### config.mk
export PLATFORM = sky130hd
export DESIGN_NAME = character_lcd_controller
export DESIGN_NICKNAME = d
export VERILOG_FILES = /design/src/rtl/clcd_pkg.sv /design/src/rtl/character_lcd_controller.sv /design/src/rtl/clcd_ram.sv
export VERILOG_INCLUDE_DIRS = /design/src /design/src/rtl
export SDC_FILE = /design/constraint.sdc
export NUM_CORES = 2
export LEC_CHECK = 0
export BUFFER_PORTS_ARGS = -buffer_cell sky130_fd_sc_hd__buf_2
export CORE_ASPECT_RATIO = 0.6
export CORE_MARGIN = 2
export CORE_UTILIZATION = 30
export DETAILED_ROUTE_END_ITERATION = 10
export PLACE_DENSITY = 0.46
export SETUP_SLACK_MARGIN = 0.02
export SYNTH_ARGS = -nofsm -noshare
export SYNTH_HDL_FRONTEND = slang
export SYNTH_SLANG_ARGS = --single-unit
### constraint.sdc
create_clock -name aclk -period 15.25 [get_ports aclk]
set_input_delay 1.525 -clock aclk [delete_from_list [all_inputs] [get_ports aclk]]
set_output_delay 1.525 -clock aclk [all_outputs]
set_load 0.03 [all_outputs]
### src/rtl/character_lcd_controller_defines.svh
// ----------------------------------------------------------------------------
// Character LCD controller - assertion macros
// Shared property wrappers for the controller's concurrent checks.
// ----------------------------------------------------------------------------
`ifndef CHARACTER_LCD_CONTROLLER_DEFINES_SVH
`define CHARACTER_LCD_CONTROLLER_DEFINES_SVH

// Same-cycle implication, disabled while reset is active
`define CLCD_ASSERT_NOW(label, clk, rstn, ante, cons, msg) \
    label: assert property (@(posedge clk) disable iff (!(rstn)) (ante) |-> (cons)) \
        else $error(msg);

// Next-cycle implication, disabled while reset is active
`define CLCD_ASSERT_NEXT(label, clk, rstn, ante, cons, msg) \
    label: assert property (@(posedge clk) disable iff (!(rstn)) (ante) |=> (cons)) \
        else $error(msg);

`endif

### src/rtl/clcd_pkg.sv
// ----------------------------------------------------------------------------
// Character LCD controller package
// Sizes, instruction codes, sequencer states and address counter helpers.
// ----------------------------------------------------------------------------
`timescale 1ns / 1ps

package clcd_pkg;

    // Memory sizes
    localparam int DISPLAY_RAM_DEPTH = 128;
    localparam int GLYPH_RAM_DEPTH   = 64;
    localparam int DISP_AW           = $clog2(DISPLAY_RAM_DEPTH);
    localparam int GLYPH_AW          = $clog2(GLYPH_RAM_DEPTH);
    localparam int AC_W              = 7;

    localparam logic [7:0] DISP_LIMIT   = 8'(DISPLAY_RAM_DEPTH);
    localparam logic [7:0] GLYPH_MASK   = 8'(GLYPH_RAM_DEPTH - 1);

    // Address map and character constants
    localparam logic [7:0] TOP_ONE_LINE = 8'h4f;
    localparam logic [7:0] TOP_TWO_LINE = 8'h67;
    localparam logic [7:0] LINE1_END    = 8'h27;
    localparam logic [7:0] LINE2_START  = 8'h40;
    localparam logic [7:0] GAP_START    = 8'h28;
    localparam logic [6:0] SHIFT_SPAN   = 7'h50;
    localparam logic [7:0] SPACE_CHAR   = 8'h20;

    // Decoded control-register instruction
    typedef enum logic [3:0] {
        INS_NONE,
        INS_SET_DDRAM,
        INS_SET_CGRAM,
        INS_FUNC_SET,
        INS_SHIFT,
        INS_DISP_CTRL,
        INS_ENTRY_MODE,
        INS_HOME,
        INS_CLEAR
    } instr_t;

    // Access sequencer
    typedef enum logic [2:0] {
        ST_IDLE = 3'b001,
        ST_READ = 3'b010,
        ST_EXEC = 3'b100
    } state_t;

    // Request from the sequencer to the RAM block
    typedef struct packed {
        logic           rd;
        logic           wr;
        logic           clr;
        logic           glyph;
        logic [AC_W-1:0] addr;
        logic [7:0]     wdata;
    } ram_req_t;

    // Highest set bit picks the instruction
    function automatic instr_t decode_instr(input logic [7:0] d);
        instr_t r;
        if (d[7])      r = INS_SET_DDRAM;
        else if (d[6]) r = INS_SET_CGRAM;
        else if (d[5]) r = INS_FUNC_SET;
        else if (d[4]) r = INS_SHIFT;
        else if (d[3]) r = INS_DISP_CTRL;
        else if (d[2]) r = INS_ENTRY_MODE;
        else if (d[1]) r = INS_HOME;
        else if (d[0]) r = INS_CLEAR;
        else           r = INS_NONE;
        return r;
    endfunction

    // Fold a raw counter value back into the legal address range
    function automatic logic [AC_W-1:0] fix_ac(input logic [7:0] v, input logic glyph,
                                               input logic two);
        logic [7:0] top;
        logic [7:0] r;
        top = two ? TOP_TWO_LINE : TOP_ONE_LINE;
        if (glyph)
            r = v & GLYPH_MASK;
        else if (v > top)
            r = v - (top + 8'd1);
        else if (two && v > LINE1_END && v < LINE2_START)
            r = v - GAP_START + LINE2_START;
        else
            r = v;
        return r[AC_W-1:0];
    endfunction

    // Step the counter by one in either direction
    function automatic logic [AC_W-1:0] step_ac(input logic [AC_W-1:0] ac, input logic dec,
                                                input logic glyph, input logic two);
        logic [7:0]      top;
        logic [AC_W-1:0] g;
        logic [AC_W-1:0] r;
        top = two ? TOP_TWO_LINE : TOP_ONE_LINE;
        g   = dec ? ac - 7'd1 : ac + 7'd1;
        if (glyph)
            r = g & GLYPH_MASK[AC_W-1:0];
        else if (dec && two && ac == LINE2_START[AC_W-1:0])
            r = LINE1_END[AC_W-1:0];
        else if (dec && ac == '0)
            r = top[AC_W-1:0];
        else if (dec)
            r = fix_ac({1'b0, ac} - 8'd1, 1'b0, two);
        else
            r = fix_ac({1'b0, ac} + 8'd1, 1'b0, two);
        return r;
    endfunction

    // Display shift, modulo the 80-column line
    function automatic logic [6:0] step_shift(input logic [6:0] s, input logic dec);
        logic [6:0] r;
        if (dec)
            r = (s == '0) ? SHIFT_SPAN - 7'd1 : s - 7'd1;
        else
            r = (s + 7'd1 >= SHIFT_SPAN) ? '0 : s + 7'd1;
        return r;
    endfunction

endpackage

### src/rtl/character_lcd_controller.sv
// ----------------------------------------------------------------------------
// Character LCD controller
// Two-register bus front end: each input transaction is one control or data
// access, each output transaction reports read data and display status.
//
//   channel | dir | tdata                               | tuser
//   --------+-----+-------------------------------------+----------------------
//   s_axis  | in  | write_data                          | command, register_select
//   m_axis  | out | read_data, display_on, cursor_on,   | -
//           |     | blink_on, display_shift, two_line,  |
//           |     | tall_font                           |
//
// Each access steps through accept (ST_IDLE), RAM read (ST_READ), and execute
// and retire (ST_EXEC). The single-port RAM read and the read-modify-write of
// the address counter set these steps. Clear display takes the same path
// (valid bits drop at once). A held output stretches the execute state until the
// transaction drains. No clearing pass after reset: the block accepts at once.
// ----------------------------------------------------------------------------
`timescale 1ns / 1ps
`include "character_lcd_controller_defines.svh"

module character_lcd_controller
    import clcd_pkg::*;
(
    input  logic        aclk,
    input  logic        aresetn,
    // slave side
    input  logic        s_axis_tvalid,
    output logic        s_axis_tready,
    input  logic [7:0]  s_axis_tdata,   // [7:0] write_data
    input  logic [1:0]  s_axis_tuser,   // [0] command, [1] register_select
    // master side
    output logic        m_axis_tvalid,
    input  logic        m_axis_tready,
    output logic [23:0] m_axis_tdata    // [7:0] read_data, [8] display_on,
                                        // [9] cursor_on, [10] blink_on,
                                        // [17:11] display_shift, [18] two_line,
                                        // [19] tall_font, [23:20] zero
);

    state_t state_reg, state_next;

    // Latched access
    logic       cmd_reg;
    logic       rs_reg;
    logic [7:0] wd_reg;

    // Controller state
    logic [AC_W-1:0] ac_reg,        ac_next;
    logic            glyph_sel_reg, glyph_sel_next;
    logic            disp_en_reg,   disp_en_next;
    logic            cur_en_reg,    cur_en_next;
    logic            blink_reg,     blink_next;
    logic            auto_sh_reg,   auto_sh_next;
    logic            step_dec_reg,  step_dec_next;
    logic            two_line_reg,  two_line_next;
    logic            tall_reg,      tall_next;
    logic [6:0]      shift_reg,     shift_next;

    // Output holding register
    logic        m_valid_reg;
    logic [23:0] m_data_reg;
    logic [7:0]  rd_byte;

    ram_req_t   ram_req;
    logic [7:0] ram_rdata;
    instr_t     instr;
    logic       accept;
    logic       retire;

    // Terms for the checks
    logic       shift_ok;
    logic       glyph_ac_ok;
    logic       disp_ac_ok;
    logic [7:0] disp_top;
    logic       rd_started;

    assign s_axis_tready = (state_reg == ST_IDLE);
    assign accept        = s_axis_tvalid && s_axis_tready;
    assign retire        = (state_reg == ST_EXEC) && (!m_valid_reg || m_axis_tready);
    assign instr         = decode_instr(wd_reg);
    assign m_axis_tvalid = m_valid_reg;
    assign m_axis_tdata  = m_data_reg;

    clcd_ram u_ram (
        .aclk    (aclk),
        .aresetn (aresetn),
        .req     (ram_req),
        .rdata   (ram_rdata)
    );

    // Sequencer
    always_comb begin
        state_next = state_reg;
        case (state_reg)
            ST_IDLE: if (accept) state_next = ST_READ;
            ST_READ: state_next = ST_EXEC;
            ST_EXEC: if (retire) state_next = ST_IDLE;
            default: state_next = ST_IDLE;
        endcase
    end

    // RAM request: read in ST_READ, write or clear on retire
    always_comb begin
        ram_req.rd    = (state_reg == ST_READ);
        ram_req.wr    = retire && cmd_reg && rs_reg;
        ram_req.clr   = retire && cmd_reg && !rs_reg && (instr == INS_CLEAR);
        ram_req.glyph = glyph_sel_reg;
        ram_req.addr  = ac_reg;
        ram_req.wdata = wd_reg;
    end

    // Access execution
    always_comb begin
        ac_next        = ac_reg;
        glyph_sel_next = glyph_sel_reg;
        disp_en_next   = disp_en_reg;
        cur_en_next    = cur_en_reg;
        blink_next     = blink_reg;
        auto_sh_next   = auto_sh_reg;
        step_dec_next  = step_dec_reg;
        two_line_next  = two_line_reg;
        tall_next      = tall_reg;
        shift_next     = shift_reg;
        rd_byte        = 8'h00;

        if (cmd_reg && rs_reg) begin
            // data write
            ac_next = step_ac(ac_reg, step_dec_reg, glyph_sel_reg, two_line_reg);
            if (auto_sh_reg)
                shift_next = step_shift(shift_reg, step_dec_reg);
        end else if (!cmd_reg && rs_reg) begin
            // data read
            rd_byte = ram_rdata;
            ac_next = step_ac(ac_reg, step_dec_reg, glyph_sel_reg, two_line_reg);
        end else if (!cmd_reg) begin
            // control read: counter, busy clear
            rd_byte = {1'b0, ac_reg};
        end else begin
            case (instr)
                INS_SET_DDRAM: begin
                    glyph_sel_next = 1'b0;
                    ac_next        = fix_ac({1'b0, wd_reg[6:0]}, 1'b0, two_line_reg);
                end
                INS_SET_CGRAM: begin
                    glyph_sel_next = 1'b1;
                    ac_next        = {1'b0, wd_reg[5:0]};
                end
                INS_FUNC_SET: begin
                    two_line_next = wd_reg[3];
                    tall_next     = !wd_reg[3] && wd_reg[2];
                    ac_next       = fix_ac({1'b0, ac_reg}, glyph_sel_reg, wd_reg[3]);
                end
                INS_SHIFT: begin
                    if (wd_reg[3])
                        shift_next = step_shift(shift_reg, !wd_reg[2]);
                    else
                        ac_next = step_ac(ac_reg, !wd_reg[2], glyph_sel_reg, two_line_reg);
                end
                INS_DISP_CTRL: begin
                    disp_en_next = wd_reg[2];
                    cur_en_next  = wd_reg[1];
                    blink_next   = wd_reg[0];
                end
                INS_ENTRY_MODE: begin
                    step_dec_next = !wd_reg[1];
                    auto_sh_next  = wd_reg[0];
                end
                INS_HOME, INS_CLEAR: begin
                    ac_next        = '0;
                    glyph_sel_next = 1'b0;
                    step_dec_next  = 1'b0;
                    shift_next     = '0;
                end
                default: ;
            endcase
        end
    end

    // Control state
    always_ff @(posedge aclk) begin
        if (!aresetn) begin
            state_reg     <= ST_IDLE;
            m_valid_reg   <= 1'b0;
            ac_reg        <= '0;
            glyph_sel_reg <= 1'b0;
            disp_en_reg   <= 1'b0;
            cur_en_reg    <= 1'b0;
            blink_reg     <= 1'b0;
            auto_sh_reg   <= 1'b0;
            step_dec_reg  <= 1'b0;
            two_line_reg  <= 1'b0;
            tall_reg      <= 1'b0;
            shift_reg     <= '0;
        end else begin
            state_reg <= state_next;
            if (retire) begin
                m_valid_reg   <= 1'b1;
                ac_reg        <= ac_next;
                glyph_sel_reg <= glyph_sel_next;
                disp_en_reg   <= disp_en_next;
                cur_en_reg    <= cur_en_next;
                blink_reg     <= blink_next;
                auto_sh_reg   <= auto_sh_next;
                step_dec_reg  <= step_dec_next;
                two_line_reg  <= two_line_next;
                tall_reg      <= tall_next;
                shift_reg     <= shift_next;
            end else if (m_axis_tready) begin
                m_valid_reg <= 1'b0;
            end
        end
    end

    // Payload registers
    always_ff @(posedge aclk) begin
        if (accept) begin
            cmd_reg <= s_axis_tuser[0];
            rs_reg  <= s_axis_tuser[1];
            wd_reg  <= s_axis_tdata;
        end
        if (retire)
            m_data_reg <= {4'h0, tall_next, two_line_next, shift_next, blink_next,
                           cur_en_next, disp_en_next, rd_byte};
    end

    // Checks
    assign shift_ok    = shift_reg < SHIFT_SPAN;
    assign glyph_ac_ok = {1'b0, ac_reg} <= GLYPH_MASK;
    assign disp_top    = two_line_reg ? TOP_TWO_LINE : TOP_ONE_LINE;
    assign disp_ac_ok  = ({1'b0, ac_reg} <= disp_top) &&
                         !(two_line_reg && {1'b0, ac_reg} > LINE1_END &&
                           {1'b0, ac_reg} < LINE2_START);
    assign rd_started  = (state_reg == ST_READ) && !s_axis_tready;

    `CLCD_ASSERT_NOW(a_shift_range, aclk, aresetn, 1'b1, shift_ok, "display shift out of range")
    `CLCD_ASSERT_NOW(a_glyph_ac, aclk, aresetn, glyph_sel_reg, glyph_ac_ok, "bad glyph address")
    `CLCD_ASSERT_NOW(a_disp_ac, aclk, aresetn, !glyph_sel_reg, disp_ac_ok, "bad display address")
    `CLCD_ASSERT_NEXT(a_accept_seq, aclk, aresetn, accept, rd_started, "no RAM read after accept")

endmodule

### src/rtl/clcd_ram.sv
// ----------------------------------------------------------------------------
// Character LCD RAM block
// Display RAM and glyph RAM with registered reads. Per-entry valid bits give
// the reset contents and let a display clear drop every display entry at once.
// ----------------------------------------------------------------------------
`timescale 1ns / 1ps

module clcd_ram
    import clcd_pkg::*;
(
    input  logic       aclk,
    input  logic       aresetn,
    input  ram_req_t   req,
    output logic [7:0] rdata
);

    logic [7:0]                   disp_mem [DISPLAY_RAM_DEPTH];
    logic [7:0]                   glyph_mem [GLYPH_RAM_DEPTH];
    logic [DISPLAY_RAM_DEPTH-1:0] disp_vld_reg;
    logic [GLYPH_RAM_DEPTH-1:0]   glyph_vld_reg;

    logic [DISP_AW-1:0]  disp_idx;
    logic [GLYPH_AW-1:0] glyph_idx;
    logic                disp_hit;
    logic                disp_we;
    logic                glyph_we;

    logic [7:0] disp_q_reg;
    logic [7:0] glyph_q_reg;
    logic       disp_vq_reg;
    logic       glyph_vq_reg;
    logic       hit_q_reg;
    logic       sel_q_reg;

    assign disp_idx  = req.addr[DISP_AW-1:0];
    assign glyph_idx = req.addr[GLYPH_AW-1:0];
    assign disp_hit  = {1'b0, req.addr} < DISP_LIMIT;
    assign disp_we   = req.wr && !req.glyph && disp_hit;
    assign glyph_we  = req.wr && req.glyph;

    // Storage arrays
    always_ff @(posedge aclk) begin
        if (disp_we)
            disp_mem[disp_idx] <= req.wdata;
        if (glyph_we)
            glyph_mem[glyph_idx] <= req.wdata;
    end

    // Registered read port
    always_ff @(posedge aclk) begin
        if (req.rd) begin
            disp_q_reg   <= disp_mem[disp_idx];
            glyph_q_reg  <= glyph_mem[glyph_idx];
            disp_vq_reg  <= disp_vld_reg[disp_idx];
            glyph_vq_reg <= glyph_vld_reg[glyph_idx];
            hit_q_reg    <= disp_hit;
            sel_q_reg    <= req.glyph;
        end
    end

    // Written-entry tracking; clear drops display entries back to space
    always_ff @(posedge aclk) begin
        if (!aresetn) begin
            disp_vld_reg  <= '0;
            glyph_vld_reg <= '0;
        end else begin
            if (req.clr)
                disp_vld_reg <= '0;
            else if (disp_we)
                disp_vld_reg[disp_idx] <= 1'b1;
            if (glyph_we)
                glyph_vld_reg[glyph_idx] <= 1'b1;
        end
    end

    // Unwritten entries read as their reset value
    always_comb begin
        if (sel_q_reg)
            rdata = glyph_vq_reg ? glyph_q_reg : 8'h00;
        else
            rdata = (hit_q_reg && disp_vq_reg) ? disp_q_reg : SPACE_CHAR;
    end

endmodule

* Yosys cells after proc, flatten, opt, wreduce, memory -nomap -nowiden
Memory sizes are Yosys's and may differ from the RTL's. A register that Yosys moved wholly into a read port is not among the register bits. Cells that the tools add are included.
Storage, ports and cells: logic and storage cells 224, input bits 14, flip-flop bits (word level) 251, memories 2, bits in writable memories 1536
Operators by class: add/sub/neg operators 20, $lt $le $gt $ge 17, muxes and demuxes 88, bitwise operators 5, eq/ne operators 18, reductions and logical operators 51
Memory list:
- u_ram.disp_mem | depth 128, width 8, rd ports 1, clocked after Yosys merged registers in 1, wr ports 1, line clcd_ram.sv:17 | logic [7:0] disp_mem [DISPLAY_RAM_DEPTH];
- u_ram.glyph_mem | depth 64, width 8, rd ports 1, clocked after Yosys merged registers in 1, wr ports 1, line clcd_ram.sv:18 | logic [7:0] glyph_mem [GLYPH_RAM_DEPTH];
Operators with widths (count):
- 7-bit two-way mux | 31
- 128-bit bitwise OR | 1
- 64-bit bitwise OR | 1
- 7-bit one-hot mux with 5 select lines | 1
- 4-bit two-way mux | 8
- 8-bit two-way mux | 4
- 1-bit two-way mux | 30
- 7-bit adder, second input constant | 4
- 7-bit by 6-bit subtractor with 7-bit output, second input constant | 4
- 7-bit subtractor | 4
- 1-bit logical AND | 27
- 6-bit two-way mux | 4
- 7-bit by 1-bit adder with 7-bit output, second input constant | 3
- 5-bit AND reduction | 4
- 4-bit by 3-bit == test with 1-bit output, second input constant | 4
- 8-bit by 6-bit greater-than comparator with 1-bit output, second input constant | 2
- 8-bit by 7-bit greater-than comparator with 1-bit output | 2
- 8-bit by 7-bit < comparator with 1-bit output, second input constant | 2
- 7-bit by 6-bit greater-than comparator with 1-bit output, second input constant | 2
- 7-bit zero test | 2
- 7-bit < comparator, second input constant | 2
- 7-bit one-hot mux with 2 select lines | 1
- 3-bit one-hot mux with 3 select lines | 1
- 7-bit by 1-bit adder with 8-bit output, second input constant | 1
- other kinds (39) | 54

* Longest topological paths before layout
word-level depth 15, gate-level depth with buffers 17, gate-level depth less buffers 15

* By module
Synthesis repeated with hierarchy kept, for this count alone.
Unflattened totals: cells, all modules 4602, area, all modules 72310.6 um^2
Modules (own cells, without submodules):
- clcd_ram | area each 67327.1 um^2, cells each 4005, times used 1
- character_lcd_controller | area each 4983.5 um^2, cells each 597, times used 1

* Worst setup path after synthesis
OpenSTA, ideal clock, no wires.
kind reg-to-reg, from register wd_reg[3], to register ac_reg[4], data required time 15.171 ns, arrival time 5.222 ns, cell stages (with the launch flop) 12, setup slack 9.949 ns, period minus slack after synthesis 5.301 ns, setup time 0.079 ns, path through edfxtp_1 clkbuf_1 inv_1 ha_1 and4b_2 nand2_2 a32oi_4 o21ai_2 a211o_1 a21o_1 o41a_1 a211oi_2
Between the ends: longest elaborated chain between the ends 11
RTL lines:
- start: declaration | line character_lcd_controller.sv:46 | logic [7:0] wd_reg;
- start signal: assignment | line character_lcd_controller.sv:220 | wd_reg <= s_axis_tdata;
- branches (longest 11 deep; another with 7-bit by 1-bit adder with 7-bit output)
- end signal: assignment | line character_lcd_controller.sv:199 | ac_reg <= ac_next;
- end: declaration | line character_lcd_controller.sv:49 | logic [AC_W-1:0] ac_reg, ac_next;
Several ways; the timed one is not identified. The select of a mux whose other input is x is not followed. A chain may end at the register's enable or synchronous reset.

==> reports/qor.txt <==
Final global-route overflow total = 0
Power Total = 9.79 mW
Area grow syn2layout = 13.3%
Internal = 7.74 mW
First-pass GRT wire length = 326000 um
Port-buffer cells = 35
FILL cells = 21.7k
Gate power share = 1.9%
Status = completed
CTS buffer count = 172
Residual DRC count = 0
GR Util All Layers = 19.6%
Worst Path Buf+Inv = 4
Static Leak = 23.2 nW
Tightest Pin Transition = 1340 ps
Initial DRC Count = 5962
Max_cap viols = 0
Synth warnings = 0
Flop2flop setup slack = 9890 ps
Slew Viols, Final = 0
HP Class = flop to flop
Clock Power Share = 43.2%
Netlist cell types = 92
Root Buffer = clkbuf_16
Sw power = 2.05 mW
Flop pwr share = 55.0%
# hold bufs at CTS = 0
Post-CTS sizing = 0
Hold WS = 465 ps
Number of post-CTS setup repair buffers = 0
GPL Wtd Cong = 0.874
Hold Violations, Final = 0
Largest net degree at the start of global routing = 150
CTS sink cnt = 1803
Worst setup SP type = flop
Initial antenna violation count = 15
Worst-Skew Late Latency = 850 ps
DIE AREA = 0.233 mm2
Fmax = 186 MHz
Max incr delay on CP = 760 ps
Crit-path slowest cell = and3_4
RSZ-0062 raised after global routing = no
WP data required = 15730 ps
H-tree Lvls = 4
Clock Pin Slew Worst Setup and Hold Paths = 70 ps
Asr flop ratio synth = 0%
CTS tree = built
Avg Vias per Cell = 5.64
Crit-path cells = buf_4 -> and3_4 -> buf_12 -> buf_4 -> a22o_1 -> a221oi_1 -> a31oi_1 -> or4_1 -> a2111oi_2 -> buf_2 -> a31oi_1
DRT antenna net count = 0
Routed WL = 236000 um
Tcrit/Tclk final = 35.2%
Clock Skews = 58.5 ps
Net Sw Frac = 21.0%
Rows = 135
Pwr/cell area = 126 mW/mm2
Synthesized instance count = 4364
Drt first pass iters = 6
Core area = 0.227 mm2
CP Class = flop to flop
Hpwl dp = 143000 um
Final nets = 4443
Post-layout util = 34.3%
Family with the most delay on the worst path = buffers and inverters
Clk buf depth = 4
Post-synthesis sequential area ratio = 75.7%
Die Y = 375 um
#FFs+latches synth = 1803
Post-synth EDFFs = 1585
Top-level I/O count = 40
Starting Density = 30.3%
Final setup fails = 0
Total negative slack = 0 ps
Minimum clock period = 5360 ps
Vias in the first global route = 39.5k
Worst vdd ir = 0.0842 mV
Synth Flop Type = edfxtp_1
Largest register FFs = 1024
Worst setup EP type = flop
Vias after detailed routing = 42.5k
Slew HR = 10.1%
Post-synthesis cell area = 0.0687 mm2
Syn Area/Cell = 15.7 um2
Share of cells above drive strength 1 = 10.4%
Worst path arrival time = 5850 ps
CP Max Fanout = 68
Die Width = 622 um
Routed WL per cell = 31.3 um
final cells by class:
class,instances,area [um2],share of cell area [%]
Clock buffer,236,4790,6.16
Timing Repair Buffer,166,1290,1.66
Inverter,31,116,0.150
Multi-Input combinational cell,2223,15300,19.6
Antenna cell,5,12.5,0.0161
Clock inverter,68,551,0.708
Sequential cell,1803,52000,66.8
Tap cell,3014,3770,4.85
cells in the mapped netlist, types with 7 or more instances:
cell type / n / share of area, %
nand4_1: 90 / 0.82
a22oi_1: 634 / 6.9
or2_2: 10 / 0.091
edfxtp_1: 1585 / 69
nand2_1: 86 / 0.47
o21ai_0: 71 / 0.52
and3_1: 13 / 0.12
clkbuf_1: 114 / 0.62
o211ai_1: 25 / 0.27
nand3_1: 53 / 0.39
xnor2_1: 16 / 0.20
nand2b_1: 8 / 0.073
a211oi_1: 14 / 0.15
a21oi_1: 62 / 0.45
a22o_1: 106 / 1.4
or3_1: 7 / 0.064
buf_6: 9 / 0.15
ha_1: 32 / 0.58
nor2b_1: 14 / 0.13
a221oi_1: 115 / 1.5
a41oi_1: 48 / 0.61
nor3b_1: 10 / 0.11
nor3_1: 32 / 0.23
nor2_1: 315 / 1.7
dfxtp_1: 218 / 6.4
buf_2: 131 / 0.95
o211a_1: 7 / 0.10
and2_1: 8 / 0.073
buf_1: 44 / 0.24
inv_1: 25 / 0.14
mux2_2: 10 / 0.16
a31oi_1: 91 / 0.83
nor4_1: 19 / 0.17
mux2i_1: 24 / 0.35
o21a_1: 176 / 1.9
buf_4: 12 / 0.13
kinds of logic (layout without fill, tap and decap cells):
logic type,after synthesis,in the layout,share of synthesized area [%]
adders and majority gates,32,32,0.583
and+or+nand+nor,693,693,4.84
buffers and inverters,341,501,2.27
AOI/OAI and AO/OA,1437,1437,15.8
xor gates and xnor gates,22,22,0.319
muxes,35,35,0.547
other,1,9,0.00546
DFF,1803,1803,75.7
power groups by stage:
stage / clock network [mW] / registers (mW) / logic, mW
finish: 4.23 / 5.38 / 0.182
global route: 4.47 / 5.38 / 0.194
floorplan: 0 / 5.54 / 0.0447
global placement: 0 / 5.49 / 0.180
detailed placement: 0 / 5.49 / 0.183
CTS: 4.28 / 5.38 / 0.182
metrics by stage:
step	std cells	area, um2	setup slack, ps
floorplan	4367	68700	9950
global placement	7234	72400	8470
detailed placement	7237	72400	9980
CTS	7541	77800	9880
global route	7541	77800	9710
finish	7546	77800	9890
final timing paths:
check	startpoint	end	cells after the start
worst max-delay path	ac_reg[1]	u_ram.disp_q_reg[2]	11
worst min register to register	u_ram.disp_vld_reg[77]	u_ram.disp_vld_reg[77]	1
worst max register to register	ac_reg[1]	u_ram.disp_q_reg[2]	11
worst min-delay path	u_ram.disp_vld_reg[77]	u_ram.disp_vld_reg[77]	1
per-layer routing:
metal,vias to the layer above,track usage (%),wire [um]
li1,17900,-,-
met1,22200,31.1,113000
met2,2152,24.7,89300
met3,260,7.56,30100
met4,2,3.22,3430
met5,-,0,13
cells in the final DEF, fill, tap and decap left out, types with 10 or more instances in the layout:
master and count:
edfxtp_1 1585, clkbuf_8 16, or2_2 10, buf_4 118, ha_1 32, a221oi_1 115, clkbuf_16 176, a22oi_1 634
nor4_1 18, nor2_1 315, a21oi_1 62, xnor2_1 16, and3_1 12, nand3_1 53, nor2b_1 14, nor3_1 28
o21ai_0 70, nand4_1 90, clkinv_1 27, buf_12 11, clkbuf_1 44, a22o_1 106, inv_1 25, buf_2 37
o21a_1 176, nand2_1 86, a31oi_1 89, a211oi_1 14, dfxtp_1 212, mux2_2 10, o211ai_1 25, mux2i_1 24
a41oi_1 48, clkinv_2 29
Note: power is estimated with default switching activity, not from simulation.
